## src/rtl/ssr_pkg.sv

```systemverilog
// Types, constants and helper functions of the find-and-replace stream block
package ssr_pkg;

  localparam int unsigned MAX_LEN     = 8;
  localparam int unsigned BYTE_W      = 8;
  localparam int unsigned WORD_W      = 64;
  localparam int unsigned LEN_W       = 4;
  localparam int unsigned BUF_W       = MAX_LEN * BYTE_W;
  localparam int unsigned IDX_W       = $clog2(MAX_LEN);
  localparam int unsigned CFG_IDX_W   = 2;
  localparam int unsigned QUEUE_DEPTH = 4;

  localparam logic [CFG_IDX_W-1:0] CFG_PATTERN_BYTES     = CFG_IDX_W'(0);
  localparam logic [CFG_IDX_W-1:0] CFG_PATTERN_LEN       = CFG_IDX_W'(1);
  localparam logic [CFG_IDX_W-1:0] CFG_REPLACEMENT_BYTES = CFG_IDX_W'(2);
  localparam logic [CFG_IDX_W-1:0] CFG_REPLACEMENT_LEN   = CFG_IDX_W'(3);

  localparam logic [LEN_W-1:0] MAX_LEN_L = LEN_W'(MAX_LEN);

  typedef enum logic {
    OP_LITERAL = 1'b0,
    OP_REPLACE = 1'b1
  } op_kind_e;

  typedef struct packed {
    logic [BYTE_W-1:0] in_byte;
    logic              end_of_stream;
  } in_item_t;

  typedef struct packed {
    logic [BYTE_W-1:0] out_byte;
    logic              last_of_run;
    logic              stream_done;
  } out_item_t;

  typedef struct packed {
    op_kind_e          kind;
    logic [BYTE_W-1:0] value;
    logic              last;
    logic              done;
  } op_t;

  typedef struct packed {
    logic [WORD_W-1:0] pattern_bytes;
    logic [LEN_W-1:0]  pattern_len;
    logic [WORD_W-1:0] replacement_bytes;
    logic [LEN_W-1:0]  replacement_len;
  } cfg_t;

  function automatic logic [LEN_W-1:0] clamp_len(logic [LEN_W-1:0] len);
    return (len > MAX_LEN_L) ? MAX_LEN_L : len;
  endfunction

  // True when the first min(cnt, plen) held bytes equal the pattern prefix
  function automatic logic prefix_hit(logic [BUF_W-1:0]  data_v,
                                      logic [LEN_W-1:0]  cnt,
                                      logic [WORD_W-1:0] pat,
                                      logic [LEN_W-1:0]  plen);
    logic hit;
    hit = 1'b1;
    for (int i = 0; i < MAX_LEN; i++) begin
      if ((LEN_W'(i) < cnt) && (LEN_W'(i) < plen) &&
          (data_v[BYTE_W*i +: BYTE_W] != pat[BYTE_W*i +: BYTE_W])) begin
        hit = 1'b0;
      end
    end
    return hit;
  endfunction

endpackage

```

## src/rtl/ssr_front.sv

```systemverilog
// Front end: takes input bytes, holds the partial match and classifies each step
module ssr_front import ssr_pkg::*; (
  input  logic     clk_i,
  input  logic     rst_ni,
  input  cfg_t     cfg_i,
  input  logic     cfg_clear_i,
  input  logic     in_valid_i,
  input  in_item_t in_data_i,
  output logic     in_ready_o,
  output logic     push_o,
  output op_t      push_op_o,
  input  logic     queue_full_i
);

  typedef enum logic [2:0] {
    FE_IDLE  = 3'b001,
    FE_SCAN  = 3'b010,
    FE_FLUSH = 3'b100
  } fe_state_e;

  fe_state_e        state_q, state_d;
  logic [BUF_W-1:0] data_q, data_d;
  logic [LEN_W-1:0] cnt_q, cnt_d;
  logic             eos_q, eos_d;

  logic [LEN_W-1:0] cnt_m1;
  logic [LEN_W-1:0] cnt_base;
  logic             head_hit;
  logic             head_full;
  logic             next_hit;
  logic             lit_go;
  logic             lit_last;
  fe_state_e        lit_next;
  op_t              op;

  assign cnt_m1    = cnt_q - LEN_W'(1);
  assign cnt_base  = cfg_clear_i ? '0 : cnt_q;
  assign head_hit  = prefix_hit(data_q, cnt_q, cfg_i.pattern_bytes, cfg_i.pattern_len);
  assign head_full = head_hit && (cnt_q >= cfg_i.pattern_len);
  assign next_hit  = prefix_hit(data_q >> BYTE_W, cnt_m1, cfg_i.pattern_bytes,
                                cfg_i.pattern_len) && (cnt_m1 < cfg_i.pattern_len);

  always_comb begin
    state_d  = state_q;
    data_d   = data_q;
    cnt_d    = cnt_q;
    eos_d    = eos_q;
    push_o   = 1'b0;
    lit_go   = 1'b0;
    lit_last = (cnt_q == LEN_W'(1));
    lit_next = state_q;
    op.kind  = OP_LITERAL;
    op.value = data_q[BYTE_W-1:0];
    op.last  = 1'b0;
    op.done  = 1'b0;
    case (state_q)
      FE_IDLE: begin
        cnt_d = cnt_base;
        if (in_valid_i) begin
          for (int i = 0; i < MAX_LEN; i++) begin
            if (cnt_base == LEN_W'(i)) begin
              data_d[BYTE_W*i +: BYTE_W] = in_data_i.in_byte;
            end
          end
          cnt_d   = cnt_base + LEN_W'(1);
          eos_d   = in_data_i.end_of_stream;
          state_d = FE_SCAN;
        end
      end
      FE_SCAN: begin
        if (cfg_i.pattern_len == '0) begin
          lit_go   = 1'b1;
          lit_next = FE_SCAN;
        end else if (head_full) begin
          op.kind = OP_REPLACE;
          op.last = (cnt_q == cfg_i.pattern_len);
          op.done = eos_q && (cnt_q == cfg_i.pattern_len);
          if (!queue_full_i) begin
            push_o = 1'b1;
            data_d = data_q >> {cfg_i.pattern_len, 3'b000};
            cnt_d  = cnt_q - cfg_i.pattern_len;
            if (cnt_q == cfg_i.pattern_len) begin
              state_d = FE_IDLE;
            end
          end
        end else if (head_hit) begin
          if (eos_q) begin
            lit_go   = 1'b1;
            lit_next = FE_FLUSH;
          end else begin
            state_d = FE_IDLE;
          end
        end else begin
          lit_go   = 1'b1;
          lit_last = (cnt_q == LEN_W'(1)) || (!eos_q && next_hit);
          lit_next = FE_SCAN;
        end
      end
      FE_FLUSH: begin
        lit_go   = 1'b1;
        lit_next = FE_FLUSH;
      end
      default: begin
        state_d = FE_IDLE;
      end
    endcase

    if (lit_go) begin
      op.last = lit_last;
      op.done = eos_q && lit_last;
      if (!queue_full_i) begin
        push_o = 1'b1;
        data_d = data_q >> BYTE_W;
        cnt_d  = cnt_m1;
        state_d = (cnt_q == LEN_W'(1)) ? FE_IDLE : lit_next;
      end
    end
  end

  assign push_op_o  = op;
  assign in_ready_o = (state_q == FE_IDLE);

  always_ff @(posedge clk_i or negedge rst_ni) begin
    if (!rst_ni) begin
      state_q <= FE_IDLE;
      cnt_q   <= '0;
      eos_q   <= 1'b0;
    end else begin
      state_q <= state_d;
      cnt_q   <= cnt_d;
      eos_q   <= eos_d;
    end
  end

  always_ff @(posedge clk_i) begin
    data_q <= data_d;
  end

endmodule

```

## src/rtl/ssr_queue.sv

```systemverilog
// Short operation queue between the front end and the back end
module ssr_queue import ssr_pkg::*; (
  input  logic clk_i,
  input  logic rst_ni,
  input  logic push_i,
  input  op_t  push_op_i,
  output logic full_o,
  input  logic pop_i,
  output op_t  head_o,
  output logic empty_o
);

  localparam int unsigned PTR_W = $clog2(QUEUE_DEPTH);
  localparam logic [PTR_W-1:0] LAST_PTR = PTR_W'(QUEUE_DEPTH - 1);

  op_t              entry_q [QUEUE_DEPTH];
  logic [PTR_W-1:0] wr_ptr_q, wr_ptr_d;
  logic [PTR_W-1:0] rd_ptr_q, rd_ptr_d;
  logic [PTR_W:0]   count_q, count_d;
  logic             do_push;
  logic             do_pop;

  assign full_o  = (count_q == (PTR_W+1)'(QUEUE_DEPTH));
  assign empty_o = (count_q == '0);
  assign head_o  = entry_q[rd_ptr_q];
  assign do_push = push_i && !full_o;
  assign do_pop  = pop_i && !empty_o;

  always_comb begin
    wr_ptr_d = wr_ptr_q;
    rd_ptr_d = rd_ptr_q;
    count_d  = count_q;
    if (do_push) begin
      wr_ptr_d = (wr_ptr_q == LAST_PTR) ? '0 : wr_ptr_q + PTR_W'(1);
    end
    if (do_pop) begin
      rd_ptr_d = (rd_ptr_q == LAST_PTR) ? '0 : rd_ptr_q + PTR_W'(1);
    end
    case ({do_push, do_pop})
      2'b10:   count_d = count_q + (PTR_W+1)'(1);
      2'b01:   count_d = count_q - (PTR_W+1)'(1);
      default: count_d = count_q;
    endcase
  end

  always_ff @(posedge clk_i or negedge rst_ni) begin
    if (!rst_ni) begin
      wr_ptr_q <= '0;
      rd_ptr_q <= '0;
      count_q  <= '0;
    end else begin
      wr_ptr_q <= wr_ptr_d;
      rd_ptr_q <= rd_ptr_d;
      count_q  <= count_d;
    end
  end

  always_ff @(posedge clk_i) begin
    if (do_push) begin
      entry_q[wr_ptr_q] <= push_op_i;
    end
  end

endmodule

```

## src/rtl/ssr_back.sv

```systemverilog
// Back end: expands queued operations into output bytes behind an output register
module ssr_back import ssr_pkg::*; (
  input  logic      clk_i,
  input  logic      rst_ni,
  input  cfg_t      cfg_i,
  input  logic      q_empty_i,
  input  op_t       q_head_i,
  output logic      pop_o,
  output logic      out_valid_o,
  output out_item_t out_data_o,
  input  logic      out_stall_i
);

  typedef enum logic [1:0] {
    BE_IDLE   = 2'b01,
    BE_EXPAND = 2'b10
  } be_state_e;

  be_state_e        state_q, state_d;
  logic [IDX_W-1:0] idx_q, idx_d;
  logic             out_valid_q, out_valid_d;
  out_item_t        out_q, out_d;

  logic             load_en;
  logic [IDX_W-1:0] lane_idx;
  logic [BYTE_W-1:0] lane_byte;
  logic             lane_final;
  logic             emit;
  out_item_t        item;

  assign load_en    = !out_valid_q || !out_stall_i;
  assign lane_idx   = (state_q == BE_EXPAND) ? idx_q : '0;
  assign lane_byte  = cfg_i.replacement_bytes[BYTE_W*lane_idx +: BYTE_W];
  assign lane_final = ((LEN_W'(lane_idx) + LEN_W'(1)) == cfg_i.replacement_len);

  always_comb begin
    state_d = state_q;
    idx_d   = idx_q;
    pop_o   = 1'b0;
    emit    = 1'b0;
    item.out_byte    = lane_byte;
    item.last_of_run = q_head_i.last && lane_final;
    item.stream_done = q_head_i.done && lane_final;
    case (state_q)
      BE_IDLE: begin
        if (!q_empty_i) begin
          if (q_head_i.kind == OP_LITERAL) begin
            item.out_byte    = q_head_i.value;
            item.last_of_run = q_head_i.last;
            item.stream_done = q_head_i.done;
            if (load_en) begin
              emit  = 1'b1;
              pop_o = 1'b1;
            end
          end else if (cfg_i.replacement_len == '0) begin
            pop_o = 1'b1;
          end else if (load_en) begin
            emit = 1'b1;
            if (lane_final) begin
              pop_o = 1'b1;
            end else begin
              idx_d   = IDX_W'(1);
              state_d = BE_EXPAND;
            end
          end
        end
      end
      BE_EXPAND: begin
        if (load_en) begin
          emit = 1'b1;
          if (lane_final) begin
            pop_o   = 1'b1;
            state_d = BE_IDLE;
          end else begin
            idx_d = idx_q + IDX_W'(1);
          end
        end
      end
      default: begin
        state_d = BE_IDLE;
      end
    endcase
    out_valid_d = emit || (out_valid_q && out_stall_i);
    out_d       = emit ? item : out_q;
  end

  assign out_valid_o = out_valid_q;
  assign out_data_o  = out_q;

  always_ff @(posedge clk_i or negedge rst_ni) begin
    if (!rst_ni) begin
      state_q     <= BE_IDLE;
      idx_q       <= '0;
      out_valid_q <= 1'b0;
    end else begin
      state_q     <= state_d;
      idx_q       <= idx_d;
      out_valid_q <= out_valid_d;
    end
  end

  always_ff @(posedge clk_i) begin
    out_q <= out_d;
  end

endmodule

```

## src/rtl/stream_substring_replace.sv

```systemverilog
// Top level of the streaming find-and-replace block
// Usage:
//   Input channel carries one byte per transaction plus an end_of_stream flag;
//   output channel carries one rewritten byte per transaction, with
//   last_of_run on the final byte caused by an input byte and stream_done on
//   the final byte of a stream. Both channels use valid and stall.
//   Registers (pattern, pattern length, replacement, replacement length) are
//   written through the plain write port while the block is idle; a write of
//   the pattern or its length empties the held partial match.
//   Flow: an input byte is taken only while the front end is idle; the front
//   end then pushes one operation per held byte (one for a match), and the
//   input stalls until it is through. The first resulting byte passes the
//   held-byte register, the queue and the output register. The back end
//   drives one byte per cycle while not stalled; at most 8 bytes per item.
//   A four-entry operation queue decouples the two ends.
//   Reset clears all registers to zero (pattern length zero: bytes pass
//   through unchanged) and empties the held bytes and the queue.
//   When the receiver stalls, the output register holds its byte, the queue
//   fills, the front end waits and the input channel stalls.
module stream_substring_replace import ssr_pkg::*; (
  input  logic                 clk_i,
  input  logic                 rst_ni,
  input  logic                 in_valid_i,
  output logic                 in_stall_o,
  input  in_item_t             in_data_i,
  output logic                 out_valid_o,
  input  logic                 out_stall_i,
  output out_item_t            out_data_o,
  input  logic                 cfg_we_i,
  input  logic [CFG_IDX_W-1:0] cfg_idx_i,
  input  logic [WORD_W-1:0]    cfg_data_i
);

  logic [WORD_W-1:0] pattern_q;
  logic [LEN_W-1:0]  plen_q;
  logic [WORD_W-1:0] repl_q;
  logic [LEN_W-1:0]  rlen_q;
  cfg_t              cfg;
  logic              cfg_clear;
  logic              in_ready;
  logic              push;
  op_t               push_op;
  logic              q_full;
  logic              q_empty;
  op_t               q_head;
  logic              pop;

  assign cfg.pattern_bytes     = pattern_q;
  assign cfg.pattern_len       = clamp_len(plen_q);
  assign cfg.replacement_bytes = repl_q;
  assign cfg.replacement_len   = clamp_len(rlen_q);
  assign cfg_clear = cfg_we_i &&
                     ((cfg_idx_i == CFG_PATTERN_BYTES) || (cfg_idx_i == CFG_PATTERN_LEN));

  always_ff @(posedge clk_i or negedge rst_ni) begin
    if (!rst_ni) begin
      pattern_q <= '0;
      plen_q    <= '0;
      repl_q    <= '0;
      rlen_q    <= '0;
    end else if (cfg_we_i) begin
      case (cfg_idx_i)
        CFG_PATTERN_BYTES:     pattern_q <= cfg_data_i;
        CFG_PATTERN_LEN:       plen_q    <= cfg_data_i[LEN_W-1:0];
        CFG_REPLACEMENT_BYTES: repl_q    <= cfg_data_i;
        CFG_REPLACEMENT_LEN:   rlen_q    <= cfg_data_i[LEN_W-1:0];
        default: ;
      endcase
    end
  end

  assign in_stall_o = !in_ready;

  ssr_front u_front (
    .clk_i        (clk_i),
    .rst_ni       (rst_ni),
    .cfg_i        (cfg),
    .cfg_clear_i  (cfg_clear),
    .in_valid_i   (in_valid_i),
    .in_data_i    (in_data_i),
    .in_ready_o   (in_ready),
    .push_o       (push),
    .push_op_o    (push_op),
    .queue_full_i (q_full)
  );

  ssr_queue u_queue (
    .clk_i     (clk_i),
    .rst_ni    (rst_ni),
    .push_i    (push),
    .push_op_i (push_op),
    .full_o    (q_full),
    .pop_i     (pop),
    .head_o    (q_head),
    .empty_o   (q_empty)
  );

  ssr_back u_back (
    .clk_i       (clk_i),
    .rst_ni      (rst_ni),
    .cfg_i       (cfg),
    .q_empty_i   (q_empty),
    .q_head_i    (q_head),
    .pop_o       (pop),
    .out_valid_o (out_valid_o),
    .out_data_o  (out_data_o),
    .out_stall_i (out_stall_i)
  );

endmodule

```

## config.mk

```make
export PLATFORM = sky130hd
export DESIGN_NAME = stream_substring_replace
export DESIGN_NICKNAME = d
export VERILOG_FILES = /design/src/rtl/ssr_pkg.sv /design/src/rtl/ssr_front.sv /design/src/rtl/ssr_queue.sv /design/src/rtl/ssr_back.sv /design/src/rtl/stream_substring_replace.sv
export SDC_FILE = /design/constraint.sdc
export NUM_CORES = 1
export LEC_CHECK = 0
export BUFFER_PORTS_ARGS = -buffer_cell sky130_fd_sc_hd__buf_2
export CELL_PAD_IN_SITES_DETAIL_PLACEMENT = 0
export CELL_PAD_IN_SITES_GLOBAL_PLACEMENT = 1
export CORE_ASPECT_RATIO = 0.75
export CORE_UTILIZATION = 45
export DETAILED_ROUTE_END_ITERATION = 12
export PLACE_DENSITY = 0.85
export SLEW_MARGIN = 15
export SYNTH_ARGS = -nofsm -noshare
export SYNTH_HDL_FRONTEND = slang
export SYNTH_SLANG_ARGS = --single-unit
```

## constraint.sdc

```tcl
create_clock -name clk_i -period 7.95 [get_ports clk_i]
set_input_delay 1.9875 -clock clk_i [delete_from_list [all_inputs] [get_ports clk_i]]
set_output_delay 1.9875 -clock clk_i [all_outputs]
set_load 0.1 [all_outputs]
```

# After elaboration in Yosys (flattened, before gate mapping)
# Memory sizes are Yosys's and may differ from the RTL's.
# Index checks and enable logic that the tools add are counted.
# word_totals
register_bits,231
mem_bits_rw,44
in_bits,80
output_inout_bits,12
wordCells,290
memories,1
# mem_list
name,depth,word_bits,rd,rd_clocked_by_memory_dff,wr,line_no,source
u_queue.entry_q,4,11,1,0,1,ssr_queue.sv:16,op_t entry_q [QUEUE_DEPTH];
# classes
addsub,9
order_cmp,28
eq_ne,49
shift,2
n_mux,115
n_reduce_logical,69
# ops
cell,n
$mux 64,6
$pmux 64 s2,1
$ne 8x8->1,15
$mux 3,22
$mux 8,8
$shiftx 64x7->8,1
$shr 64x7->64,1
$lt 3x4->1 const A,12
$mux 1,44
$logic_and 1x1->1,43
$mux 4,9
$mux 10,3
$mux 2,13
$lt 1x4->1 const A,6
$lt 2x4->1 const A,6
$pmux 3 s2,3
$eq 4x3->1 const B,4
$eq 2x2->1 const B,6
$logic_not 4->1,3
$reduce_and 2->1,5
$pmux 3 s3,1
$eq 4x1->1 const B,2
$eq 4x2->1 const B,2
$eq 4x4->1,2
31 further kinds,54

# Longest topological paths before layout
# Gate-level depths: netlist (run 1).
# logic_depth
depth_word,22
depth_mapped,20
ltp_nobuf,17

# By module
# From an unflattened synthesis (run 1), not the netlist that was laid out.
# unflattened
hier_cells,1497
area_unflattened_um2,16443.3
# by_module_without_submodules
module,n_inst,cells_each,area_each_um2,seq_area_each_um2
ssr_front,1,948,7171.9,1482.7
stream_substring_replace,1,300,5683.0,3403.3
ssr_queue,1,97,2075.7,1496.4
ssr_back,1,152,1512.7,451.7

# Worst setup path before layout (run 1)
# No wires, ideal clock.
# synth_path
path_kind,reg-to-reg
startpoint,register plen_q[3]
endpoint,"memory u_queue.entry_q[0][0] (netlist bit), enable pin"
setup_ns,0.380
arrival_ns,3.692
required_time_ns,7.570
slack_ns,3.878
stages_incl_launch_ff,16
path_buffers,4
synth_period_minus_slack_ns,4.072
cell_sequence,dfrtp_1 > clkbuf_1 > nor2b_1 > clkbuf_1 > clkbuf_1 > inv_1 > clkbuf_1 > fa_1 > a21o_1 > a21oi_1 > o211ai_1 > nand2_1 > nor3_4 > o22ai_1 > nor2_4 > nor2b_1
# synth_via
elab_chain_len,22
elab_cells_between_ends,49
cone_classes,order compare (10); mux (20); reduce/logical (19)
# synth_rtl
element,line_no,source
"start, declared",stream_substring_replace.sv:35,logic [LEN_W-1:0] plen_q;
"start signal, assigned",stream_substring_replace.sv:64,CFG_PATTERN_LEN: plen_q <= cfg_data_i[LEN_W-1:0];
$gt 4x4->1,ssr_pkg.sv:51,return (len > MAX_LEN_L) ? MAX_LEN_L : len;
$mux 4 *,ssr_pkg.sv:51,
$lt 1x4->1,ssr_pkg.sv:62,if ((LEN_W'(i) < cnt) && (LEN_W'(i) < plen) &&
$logic_and 1x1->1 (2 in series),ssr_pkg.sv:62,
$mux 1 (8 in series),ssr_pkg.sv:62,
$logic_and 1x1->1,ssr_front.sv:39,assign head_full = head_hit && (cnt_q >= cfg_i.pattern_len);
$mux 1,ssr_front.sv:74,end else if (head_full) begin
$mux 1,ssr_front.sv:71,if (cfg_i.pattern_len == '0) begin
$mux 1,ssr_front.sv:56,case (state_q)
$mux 1,ssr_front.sv:111,if (!queue_full_i) begin
$mux 1 *,ssr_front.sv:108,if (lit_go) begin
$logic_and 1x1->1 *,ssr_queue.sv:26,assign do_push = push_i && !full_o;
$mux 1 *,ssr_queue.sv:59,if (do_push) begin
$mux 1 (not written as such) *,ssr_queue.sv:60,entry_q[wr_ptr_q] <= push_op_i;
"end, declared",ssr_queue.sv:16,
# Mark *: on every way between the ends. The rest lies on a longest branch, timed or not.

# Worst setup path in the final report (run 1)
# layout_path
startpoint,register plen_q[1]
endpoint,register u_front.data_q[51]
# layout_via
elab_chain_len,19
elab_cells_between_ends,48
cone_classes,order compare (10); shift (1); mux (19); reduce/logical (18)
# layout_rtl
element,line_no,source
$gt 4x4->1,ssr_pkg.sv:51,
$mux 4 *,ssr_pkg.sv:51,
$lt 1x4->1,ssr_pkg.sv:62,
$logic_and 1x1->1 (2 in series),ssr_pkg.sv:62,
$mux 1 (8 in series),ssr_pkg.sv:62,
$logic_and 1x1->1,ssr_front.sv:39,
$mux 64,ssr_front.sv:74,
$mux 64,ssr_front.sv:71,
$pmux 64 s2,ssr_front.sv:56,
$mux 64,ssr_front.sv:111,
$mux 64 *,ssr_front.sv:108,
via u_front.data_d[51],ssr_front.sv:22,"logic [BUF_W-1:0] data_q, data_d;"
"end signal, assigned",ssr_front.sv:136,data_q <= data_d;
"end, declared",ssr_front.sv:22,
# Mark *: on every way through the listed nets, which the timed path passes. The rest lies on a longest branch.
# A chain may end at the register's enable or synchronous reset.

==> results of run 1 <==
-- metal layers --
layer / share of wire, % / GRT usage, % / wire length, um / up-vias
met1: 45 / 42.6 / 22300 / 6219
met3: 11 / 6.48 / 5670 / 75
met5: 0 / 0 / 0 / -
met4: 2.0 / 5.78 / 1010 / 0
met2: 42 / 39.7 / 21000 / 697
li1: - / - / - / 5551
-- sequential cells by signal, summed over array words and instances (netlist names) --
signal	cells
repl_q	64
pattern_q	64
u_back.state_q	2
u_back.out_valid_o	1
u_queue.wr_ptr_q	2
rlen_q	4
u_queue.entry_q	44
u_front.cnt_q	4
u_front.state_q	3
u_queue.rd_ptr_q	2
u_front.data_q	64
u_back.out_data_o	10
u_back.idx_q	3
plen_q	4
u_queue.count_q	3
u_front.eos_q	1
-- worst max-delay path, cell delays in order, from the launching register on --
cell and delay, ns:
dfrtp_1 0.81, nor2b_4 0.26, buf_4 0.58, inv_1 0.46, ha_1 0.44, nand3_1 0.12, o211ai_1 0.23, nand2_1 0.13
nor3_4 0.23, a2bb2oi_4 0.47, buf_4 0.71, o41ai_4 0.32, a22o_1 0.31
-- power groups by stage --
stage               logic (mW)  registers (mW)  clock network [mW]
finish                    2.72            2.57                1.30
global route              2.95            2.60                1.37
CTS                       2.68            2.54                1.32
detailed placement        2.66            2.56                   0
global placement          2.61            2.55                   0
floorplan                 2.13            2.30                   0
-- cells by family after synthesis --
kind of cell             synth area share [%]
flip-flops                               42.9
XOR/XNOR                                 7.35
multiplexers                             17.8
buffers and inverters                    4.41
adder cells (fa/ha/maj)                  2.44
AND/OR/NAND/NOR                          11.0
AO/OA/AOI/OAI                            14.1
-- layout make-up --
cell class	count	area [um^2]
Clock inverter	10	97.6
Fill cell	3119	17400
Inverter	25	93.8
Multi-Input combinational cell	1090	8410
Sequential cell	275	6830
Timing Repair Buffer	104	559
Clock buffer	38	779
Antenna cell	1	2.50
Tap cell	457	572
-- metrics by stage --
| stage | hold WS, ns | util [%] | power [mW] |
|---|---|---|---|
| 2_1_floorplan | 0.468 | - | 4.43 |
| 4_1_cts | 0.502 | 49.9 | 6.53 |
| 6_report | 0.497 | 49.9 | 6.59 |
| 3_5_place_dp | 0.492 | 47.4 | 5.23 |
| 5_1_grt | 0.516 | 49.9 | 6.91 |
| 3_3_place_gp | 0.484 | 47.4 | 5.16 |
-- cell usage after synthesis (24+ instances only) --
cell type and number:
a211oi_1 40, a21oi_1 43, a31oi_1 61, clkbuf_1 90
dfrtp_1 155, dfxtp_1 64, edfxtp_1 54, ha_1 27
inv_1 24, mux2_2 145, mux2i_1 59, mux4_2 27
nand2_1 152, nor2_1 91, o21ai_0 52, xnor2_1 79
xor2_1 52
-- worst min path at each step --
stage,endpoint,start,cells past startpoint
2_1_floorplan,u_queue.count_q[2],u_queue.count_q[2],1
3_3_place_gp,repl_q[42],repl_q[42],1
3_5_place_dp,repl_q[42],repl_q[42],1
4_1_cts,u_back.state_q[0],u_back.state_q[0],2
5_1_grt,repl_q[43],repl_q[43],1
6_report,u_back.state_q[0],u_back.state_q[0],2
==> impl_metrics.env, run 1 <==
export IMPL_cp_max_fo=75
export IMPL_vias_per_cell=6.27
export IMPL_syn_area_per_cell_um2=10.4
export IMPL_r2r_start="plen_q[1]"
export IMPL_cp_startpoint="plen_q[1]"
export IMPL_cp_required_ns=8.41
export IMPL_yosysWarnings=0
export IMPL_final_max_slew_viol_count=0
export IMPL_fin_cells=2000
export IMPL_power_frac_comb_pct=41.3
export IMPL_cts_sinks=275
export IMPL_finalSetupTns_ns=0
export IMPL_fin_area_mm2=0.0174
export IMPL_crit_type="flip-flop to flip-flop"
export IMPL_post_cts_resize_count=0
export IMPL_drive_above_1_share_pct=21.7
export IMPL_synth_top_cell_by_area="dfrtp_1"
export IMPL_setup_viol=0
export IMPL_drtIter0Drc=1447
export IMPL_powerDensity_mw_per_mm2=380
export IMPL_ir_drop_mv=0.372
export IMPL_slew_headroom_pct=20.6
export IMPL_critPathCaptureType="flip-flop"
export IMPL_worstMarginPinSlew_ns=1.19
export IMPL_numPortBuffers=91
export IMPL_dp_cells=1951
export IMPL_synth_top_cell_area_share_pct=24.4
export IMPL_max_clock_freq_ghz=0.189
export IMPL_htree_levels=1
export IMPL_cts_hold_buffers=0
export IMPL_core_area_mm2=0.0348
export IMPL_syn_nets=1640
export IMPL_internal_power_mw=3.73
export IMPL_antenna_found_initial=2
export IMPL_place_area_mm2=0.0165
export IMPL_first_pass_iters=6
export IMPL_wl_per_cell_um=25.0
export IMPL_synthFlopType="dfrtp_1"
export IMPL_ctsRootBufferMaster="clkbuf_16"
export IMPL_fp_dieH_um=165
export IMPL_rows=59
export IMPL_ant_nets=0
export IMPL_nets=1633
export IMPL_ys_seq_area_share_pct=42.9
export IMPL_final_cell_mix="dfrtp_1, nand2_1, mux2_2"
export IMPL_post_cts_buffers=0
export IMPL_gp_congestion=0.939
export IMPL_insertion_delay_ns=0.58
export IMPL_synth_edff_count=54
export IMPL_cts_tree="built"
export IMPL_place_hpwl_mm=36.1
export IMPL_grt_pass1_vias=11720
export IMPL_ys_types=73
export IMPL_num_vias=12542
export IMPL_clockPowerShare_pct=19.7
export IMPL_rr_endpoint="u_front.data_q[51]"
export IMPL_hp_class="flip-flop to flip-flop"
export IMPL_clkTransAtPathRegs_ns=0.07
export IMPL_syn_inst=1531
export IMPL_wirelength_mm=50.0
export IMPL_layout_min_cycle_time_ns=5.28
export IMPL_final_common_cell="dfrtp_1"
export IMPL_crit_arrival_ns=5.74
export IMPL_netlist_area_mm2=0.0159
export IMPL_regToRegSetupSlack_ns=2.67
export IMPL_synth_async_sr_flop_share_pct=57.1
export IMPL_seq_power_share_pct=39.0
export IMPL_clk_path_buf_depth=3
export IMPL_die_area_mm2=0.0361
export IMPL_drc=0
export IMPL_cp_endpoint="u_front.data_q[51]"
export IMPL_cts_buffers=28
export IMPL_period_share_pct=66.4
export IMPL_area_delta_synth_final_pct=8.99
export IMPL_grt_pass1_wl_mm=75.3
export IMPL_initial_core_util_pct=45.8
export IMPL_worst_slack_ns=2.67
export IMPL_ys_seq_elements=275
export IMPL_power_net_switching_mw=2.86
export IMPL_critPathLaunchType="flip-flop"
export IMPL_power_static_leakage_nw=6.90
export IMPL_cap_viol_max_count=0
export IMPL_die_x_um=219
export IMPL_finalClockSkew_ns=0.0331
export IMPL_hold_violations=0
export IMPL_status="complete, no violations"
export IMPL_ff2ff_path_depth=12
export IMPL_rsz0062_at_grt="no"
export IMPL_place_ws_ns=2.86
export IMPL_io_pins=92
export IMPL_grt_max_degree=101
export IMPL_overflow=0
export IMPL_switching_share_pct=43.4
export IMPL_track_usage_pct=27.9
export IMPL_yosys_top_cells_area="dfrtp_1, mux2_2, edfxtp_1"
Power figures use the tool's default switching activity.
==> run 2: changes to the inputs <==
==> constraint.sdc (replaced) <==
create_clock -name clk_i -period 5.2 [get_ports clk_i]
set_input_delay 1.3 -clock clk_i [delete_from_list [all_inputs] [get_ports clk_i]]
set_output_delay 1.3 -clock clk_i [all_outputs]
set_load 0.1 [all_outputs]
==> run 2 against run 1 <==
  * First-iteration DRC count rose by 20%
  * Largest power group unchanged
  * Register-to-register slack got worse by 1.8 ns
  * Final area rose by 0.81%
==> impl_metrics.env, run 2 (synthesis gave the netlist of run 1 again) <==
export IMPL_status="complete, no violations"
export IMPL_drtIter0Drc=1732
export IMPL_internal_power_mw=5.77
export IMPL_cpPeakStageDelay_ns=0.53
export IMPL_slew_headroom_pct=20.9
export IMPL_insertion_delay_ns=0.58
export IMPL_power_frac_comb_pct=42.0
export IMPL_fp_dieH_um=165
export IMPL_critical_path_most_common_cell="inv_1"
export IMPL_cp_required_ns=5.69
export IMPL_cp_cell_sequence="inv_1 -> ha_1 -> nand2_1 -> inv_1 -> ha_1 -> xnor3_1 -> a32oi_1 -> o32a_1 -> nor4_1 -> o211ai_1 -> inv_1 -> ha_1 -> inv_1 -> fa_1 -> xor2_1 -> nor2_1 -> xor2_1"
export IMPL_ant_nets=0
export IMPL_cap_viol_max_count=0
export IMPL_final_common_cell="dfrtp_1"
export IMPL_drc=0
export IMPL_first_pass_iters=6
export IMPL_regToRegSetupSlack_ns=0.83
export IMPL_drt_met1_wl_mm=23.3
export IMPL_ctsRootBufferMaster="clkbuf_16"
export IMPL_cp_max_fo=12
export IMPL_grt_max_degree=96
export IMPL_final_cell_mix="dfrtp_1, nand2_1, mux2_2"
export IMPL_antenna_found_initial=3
export IMPL_grt_pass1_wl_mm=76.7
export IMPL_cts_tree="built"
export IMPL_nFillCells=3137
export IMPL_clockPowerShare_pct=19.9
export IMPL_numPortBuffers=91
export IMPL_top_layer="met5"
export IMPL_crit_arrival_ns=4.86
export IMPL_critPathLaunchType="flip-flop"
export IMPL_post_cts_resize_count=0
export IMPL_finalClockSkew_ns=0.0182
export IMPL_cts_sinks=275
export IMPL_multi_input_area_mm2=0.00841
export IMPL_rsz0062_at_grt="no"
export IMPL_diodes=0
export IMPL_initial_core_util_pct=45.8
export IMPL_overflow=0
export IMPL_period_share_pct=84.1
export IMPL_drive_above_1_share_pct=22.5
export IMPL_clkTransAtPathRegs_ns=0.06
export IMPL_setup_viol=0
export IMPL_io_pins=92
export IMPL_clk_path_buf_depth=3
export IMPL_htree_levels=1
export IMPL_grt_pass1_vias=11999
export IMPL_vias_per_cell=6.23
export IMPL_wl_per_cell_um=25.3
export IMPL_cts_buffers=28
export IMPL_die_area_mm2=0.0361
export IMPL_die_x_um=219
export IMPL_place_area_mm2=0.0166
export IMPL_hold_violations=0
export IMPL_post_cts_buffers=0
export IMPL_cp_top_family="adder cells"
export IMPL_layout_min_cycle_time_ns=4.37
export IMPL_final_max_slew_viol_count=0
export IMPL_track_usage_pct=28.6
export IMPL_area_delta_synth_final_pct=9.88
export IMPL_top_regs="pattern_q x64, repl_q x64, u_front.data_q x64"
export IMPL_crit_type="flip-flop to flip-flop"
export IMPL_ir_drop_mv=0.628
export IMPL_power_mw=10.2
export IMPL_worstHoldStart="u_back.state_q[0]"
export IMPL_cp_startpoint="u_back.state_q[0]"
export IMPL_dr_wl_met3_mm=5.59
export IMPL_max_clock_freq_ghz=0.229
export IMPL_finalSetupTns_ns=0
export IMPL_powerDensity_mw_per_mm2=584
export IMPL_r2r_start="u_back.state_q[0]"
export IMPL_worstMarginPinSlew_ns=1.19
export IMPL_path_buf_inv=4
export IMPL_power_net_switching_mw=4.43
export IMPL_place_hpwl_mm=37.6
export IMPL_fin_area_mm2=0.0175
export IMPL_wirelength_mm=50.9
export IMPL_seq_power_share_pct=38.1
export IMPL_hp_class="flip-flop to flip-flop"
export IMPL_nets=1646
export IMPL_gp_congestion=0.957
export IMPL_switching_share_pct=43.4
export IMPL_met2_length_mm=21.1
export IMPL_rows=59
export IMPL_core_area_mm2=0.0348
export IMPL_power_static_leakage_nw=6.99
export IMPL_num_vias=12555
export IMPL_area_sequential_mm2=0.00683
export IMPL_cts_hold_buffers=0
export IMPL_critPathCaptureType="flip-flop"
export IMPL_slowest_stage="dfstp_2"
run 2: power by group through the flow:
stage          Clock, mW  Sequential (mW)  Combinational, mW
6_report            2.03             3.88               4.29
5_1_grt             2.15             3.94               4.64
4_1_cts             2.06             3.84               4.21
3_5_place_dp           0             3.89               4.18
3_3_place_gp           0             3.86               4.12
2_1_floorplan          0             3.52               3.25
run 2: cell type report:
type	instances	share of cell area (%)
Clock buffer	34	4.31
Clock inverter	18	0.901
Inverter	25	0.536
Multi-Input combinational cell	1090	48.1
Sequential cell	275	39.1
Tap cell	457	3.27
Timing Repair Buffer	117	3.83
run 2: final timing paths:
kind	cells past startpoint	endpoint
hold / removal	2	u_back.state_q[0]
max in group asynchronous	2	pattern_q[45]
setup reg to reg	17	u_queue.count_q[2]
setup / recovery	17	u_queue.count_q[2]
min in group asynchronous	1	u_queue.count_q[1]
hold reg to reg	2	u_back.state_q[0]
run 2: layer usage:
metal,up-vias,track usage [%]
li1,5593,-
met1,6239,43.3
met2,653,40.7
met3,66,7.50
met4,4,5.40
met5,-,0.833
run 2: metrics by stage:
step	utilization (%)	setup WS (ns)	hold slack, ns	std cells
global route	50.3	0.536	0.516	2016
global placement	47.7	0.996	0.485	1964
finish	50.3	0.829	0.505	2016
detailed placement	47.7	0.938	0.493	1964
CTS	50.3	0.931	0.508	2016
floorplan	-	1.13	0.468	1531
run 2: tightest hold or removal path, cell delays in order (launching register included):
cell and delay (ns):
dfstp_2 0.37, inv_1 0.07, a21oi_1 0.06
